==> config.mk <==
export PLATFORM = sky130hd
export DESIGN_NAME = lfk_sin_cell
export DESIGN_NICKNAME = d
export VERILOG_FILES = /design/src/hw/rtl/lfk_pkg.sv /design/src/hw/rtl/lfk_sin_cell.sv
export SDC_FILE = /design/constraint.sdc
export NUM_CORES = 2
export LEC_CHECK = 0
export BUFFER_PORTS_ARGS = -buffer_cell sky130_fd_sc_hd__buf_2
export CORE_ASPECT_RATIO = 0.8
export CORE_MARGIN = 2
export CORE_UTILIZATION = 50
export DETAILED_ROUTE_END_ITERATION = 10
export PLACE_DENSITY = 0.73
export REMOVE_ABC_BUFFERS = 1
export SETUP_SLACK_MARGIN = 0.5
export SYNTH_ARGS = -nofsm -noshare
export SYNTH_HDL_FRONTEND = slang
export SYNTH_SLANG_ARGS = --single-unit
==> constraint.sdc <==
create_clock -name clock -period 19.2 [get_ports clock]
set_input_delay 3.84 -clock clock [delete_from_list [all_inputs] [get_ports clock]]
set_output_delay 3.84 -clock clock [all_outputs]
set_load 0.05 [all_outputs]
==> src/hw/rtl/lfk_pkg.sv <==
// Shared constants for the leg forward kinematics pipeline.
`default_nettype none
package lfk_pkg;
   localparam int unsigned OUT_BITS = 19;
   localparam int unsigned SIN_A = 51472;
   localparam int unsigned SIN_B = 21024;
   localparam int unsigned SIN_C = 2320;
   localparam logic [1:0] CSR_HIP_OFFSET = 2'd0;
   localparam logic [1:0] CSR_UPPER_LINK = 2'd1;
   localparam logic [1:0] CSR_LOWER_LINK = 2'd2;
endpackage
`default_nettype wire

==> src/hw/rtl/lfk_sin_cell.sv <==
// Pipelined Q1.15 sine of a 32-bit phase: fold, square, inner term, outer term, product and sign.
`default_nettype none
module lfk_sin_cell (
   input  wire logic               clock,
   input  wire logic               en,
   input  wire logic [31:0]        phase,
   output      logic signed [16:0] sine
);
   localparam logic [16:0] SIN_C_W = 17'(lfk_pkg::SIN_C);

   // stage 1: fold into first quadrant
   logic [16:0] u1_ff, u1_in;
   logic        n1_ff;
   logic [30:0] half;
   // stage 2: u2
   logic [16:0] u2_ff, uu2_ff;
   logic        n2_ff;
   // stage 3: inner term
   logic [16:0] t3_ff, u3_ff, uu3_ff;
   logic        n3_ff;
   // stage 4: outer term
   logic [16:0] t4_ff, u4_ff;
   logic        n4_ff;
   // stage 5: product and sign
   logic signed [16:0] s5_ff;
   logic [33:0] p2, p3, p4, p5;
   logic [31:0] r5;
   logic [15:0] rs;

   always_comb begin
      half = phase[30:0];
      if ({1'b0, half} > 32'h4000_0000) begin
         half = 31'h4000_0000 - (half - 31'h4000_0000);
      end
      u1_in = 17'(half >> 15);
      p2 = 34'(u1_ff) * 34'(u1_ff);
      p3 = 34'(SIN_C_W) * 34'(uu2_ff);
      p4 = 34'(t3_ff) * 34'(uu3_ff);
      p5 = 34'(u4_ff) * 34'(t4_ff);
      r5 = 32'(p5 >> 15);
      rs = (r5 > 32'd32767) ? 16'd32767 : r5[15:0];
   end

   always_ff @(posedge clock) begin
      if (en) begin
         u1_ff  <= u1_in;
         n1_ff  <= phase[31];
         u2_ff  <= u1_ff;
         uu2_ff <= 17'(p2 >> 15);
         n2_ff  <= n1_ff;
         t3_ff  <= 17'(lfk_pkg::SIN_B) - 17'(p3 >> 15);
         u3_ff  <= u2_ff;
         uu3_ff <= uu2_ff;
         n3_ff  <= n2_ff;
         t4_ff  <= 17'(lfk_pkg::SIN_A) - 17'(p4 >> 15);
         u4_ff  <= u3_ff;
         n4_ff  <= n3_ff;
         s5_ff  <= n4_ff ? -$signed({1'b0, rs}) : $signed({1'b0, rs});
      end
   end
   assign sine = s5_ff;
endmodule
`default_nettype wire
==> out/qor.csv <==
metric,value,unit
outcome,"finished, final reports clean",
"Reg clk slew, reported paths",70,ps
layout cells sized above 1,4.12,%
"Top FF cell, synth",edfxtp_1,
cell mode on critical path,fa_1,
worst path arrival time,8900,ps
CTS hold repair buffers,0,
internal reg-to-reg setup slack,10610,ps
WHS Path Cells,0,
Final ANT Viol Nets,0,
Post-CTS Repair Setup Buffers,0,
WP data required,19510,ps
Synth Register Bits,151,
Rows,82,
CP max FO,29,
Hold Path End,u4_ff[13],
detailed-route DRC error count,0,
I/O pins,51,
GP Congestion,0.875,
Clock Latency Late Sink,460,ps
H-tree Lvls,4,
setup ws final,10610,ps
worst r2r dst,sine[14],
Area growth syn-to-layout,4.88,%
gr usage total,21.7,%
YS warnings,0,
drt pass-1 iters,5,
Die X,284,um
Worst Tran Pin Value,906,ps
placeable core region,0.0625,sq mm
CTS Buf Count,17,
Vias per Instance,5.30,
final instance area,0.0330,sq mm
Cell variety after synth,95,
"Slowest-stage cell, CP",edfxtp_1,
Final nets,4229,
Post-Route WL,66800,um
Buffers on Ports,50,
vias in the first global route,22609,
post-synthesis sequential area ratio,14.4,%
ranking of synthesized cells by area,"fa_1 (36%), ha_1 (14%), edfxtp_1 (14%)",
gr ovfl total,0,
Final Hold Viols,0,
Post-synth EDFFs,151,
WL met1,30800,um
First DRT Iteration DRCs,1471,
wire per inst,16.2,um
HP Class,flip-flop to flip-flop,
share of the synthesized area in the top cell type,36.3,%
Reg2Reg Depth,31,
crit path capture type,flip-flop,
CP startpoint kind,flip-flop,
via count,21816,
ys async rst share,0,%
Finish-stage setup viols,0,
maxcap violations,0,
post-synth top area cell,fa_1,
Hold WS,418,ps
setup TNS,0,ps
first-pass GRT wire length,114000,um
antenna violations before repair,0,
min Tclk post-route,8590,ps
CTS Buffer Depth,2,
Initial Util,50.4,%
die area,0.0650,sq mm
clock sink total,151,
Slew HR,39.6,%
CTS resizes,0,
WL met2,30300,um
RSZ-0062 raised after global routing,false,
"Period Utilization, post-route",44.7,%
worst stage delay on the critical path,620,ps
largest net degree at the start of global routing,80,
Reg2Reg Launch Point,t4_ff[12],
Pins Over Slew Limit,0,
Peak Freq,116,MHz
Fill cells,5561,
syn_area_per_cell,9.56,sq um
pre-CTS setup slack,10680,ps
clock root cell,clkbuf_16,
CTS tree,yes,
Die Span Y,228,um
Ant. Diodes,0,
WS Path Type,flip-flop to flip-flop,
HP Start,u3_ff[13],
Mapped Cells,3290,
mapped cell area,0.0315,sq mm
Fin Clk Skew,14.3,ps
dpl cell area,0.0324,sq mm
DPL Wire Length,54100,um
DR WL met3,4310,um
top routing layer in use,met4,
-- stage by stage --
step | utilization (%) | std cells
final | 52.8 | 4114
after global routing | 52.8 | 4114
after CTS | 52.8 | 4114
after detailed placement | 51.9 | 4082
after global placement | 51.9 | 4082
after floorplan | - | 3184
-- state kept, by name (all words and copies together) (netlist names) --
register	cells
n4_ff	1
sine	17
u3_ff	16
n1_ff	1
n3_ff	1
t4_ff	17
u2_ff	16
uu2_ff	17
uu3_ff	17
u4_ff	16
n2_ff	1
u1_ff	16
t3_ff	15
-- cell usage in the layout, fill, tap and decap left out, types with 11 or more instances in the layout --
cell and instances:
buf_2 49, nand3_1 25, o21ai_0 35, or3_1 12
nor2b_1 14, and2_1 267, xor2_1 27, ha_1 363
o31ai_1 11, a21o_1 37, clkbuf_16 17, nor4_1 11
xnor2_1 69, fa_1 571, o21bai_1 11, nand2_1 428
nor2_1 79, edfxtp_1 151, and3_1 19, a21oi_1 75
nand2b_1 18, o21a_1 14, o22ai_1 11, inv_1 752
nor3_1 29
-- kinds of logic after synthesis --
group           after synthesis  share of synthesized area, %
compound gates              293                          6.68
flops                       151                          14.4
mux                          13                         0.449
fa+ha+maj                   935                          50.8
simple gates                942                          14.7
xor+xnor                     97                          2.72
buf+inv                     859                          10.3
-- Yosys cell counts (all sizes together), types with 3 or more instances --
cell     count
a2111oi      5
a211o        6
a211oi      13
a21boi       3
a21o        37
a21oi       78
a221oi       4
a311o        3
a311oi       7
a31oi        5
and2       267
and3        19
buf          5
clkbuf     101
edfxtp     151
fa         571
ha         363
inv        752
mux2         6
mux2i        7
nand2      428
nand2b      19
nand3       25
nand3b       5
nand4        9
nor2        79
nor2b       14
nor3        29
nor4        13
o211ai       8
o21a        15
o21ai       45
o21ba        3
o21bai      12
o22ai       13
o31ai       12
or2         13
or3         13
xnor2       70
xor2        27
-- layout make-up --
cell class,count,area (sq um),area share [%]
clock buffer,17,425,1.29
clock inverter,15,144,0.436
inverter,753,2830,8.56
multi-input combinational,2280,23700,71.8
sequential,151,4530,13.7
tap,840,1050,3.18
timing repair buffer,58,317,0.959
-- how the worst max path moves through the flow --
stage | from | endpoint | slack, ps
floorplan | t4_ff[12] | sine[14] | 11030
global placement | t4_ff[15] | sine[14] | 10830
detailed placement | t4_ff[15] | sine[14] | 10680
CTS | t4_ff[15] | sine[14] | 10660
global route | t4_ff[15] | sine[14] | 10130
finish | t4_ff[12] | sine[14] | 10610
-- worst max-delay path, delay by kind of cell (launching register included) --
kind,cells,cell delay (ps)
buffers and inverters,6,530
AO/OA/AOI/OAI,11,2370
AND/OR/NAND/NOR,5,900
multiplexers,1,310
flip-flops,1,620
adder cells (fa/ha/maj),8,3710
-- metal layers --
| layer | GRT usage, % | up-vias |
|---|---|---|
| li1 | - | 10135 |
| met1 | 31.2 | 10947 |
| met2 | 34.7 | 639 |
| met3 | 3.38 | 95 |
| met4 | 5.21 | 0 |
| met5 | 0 | - |
Power is not shown: default switching activity piles up to over one toggle a cycle in this logic, so the estimate is an artifact.
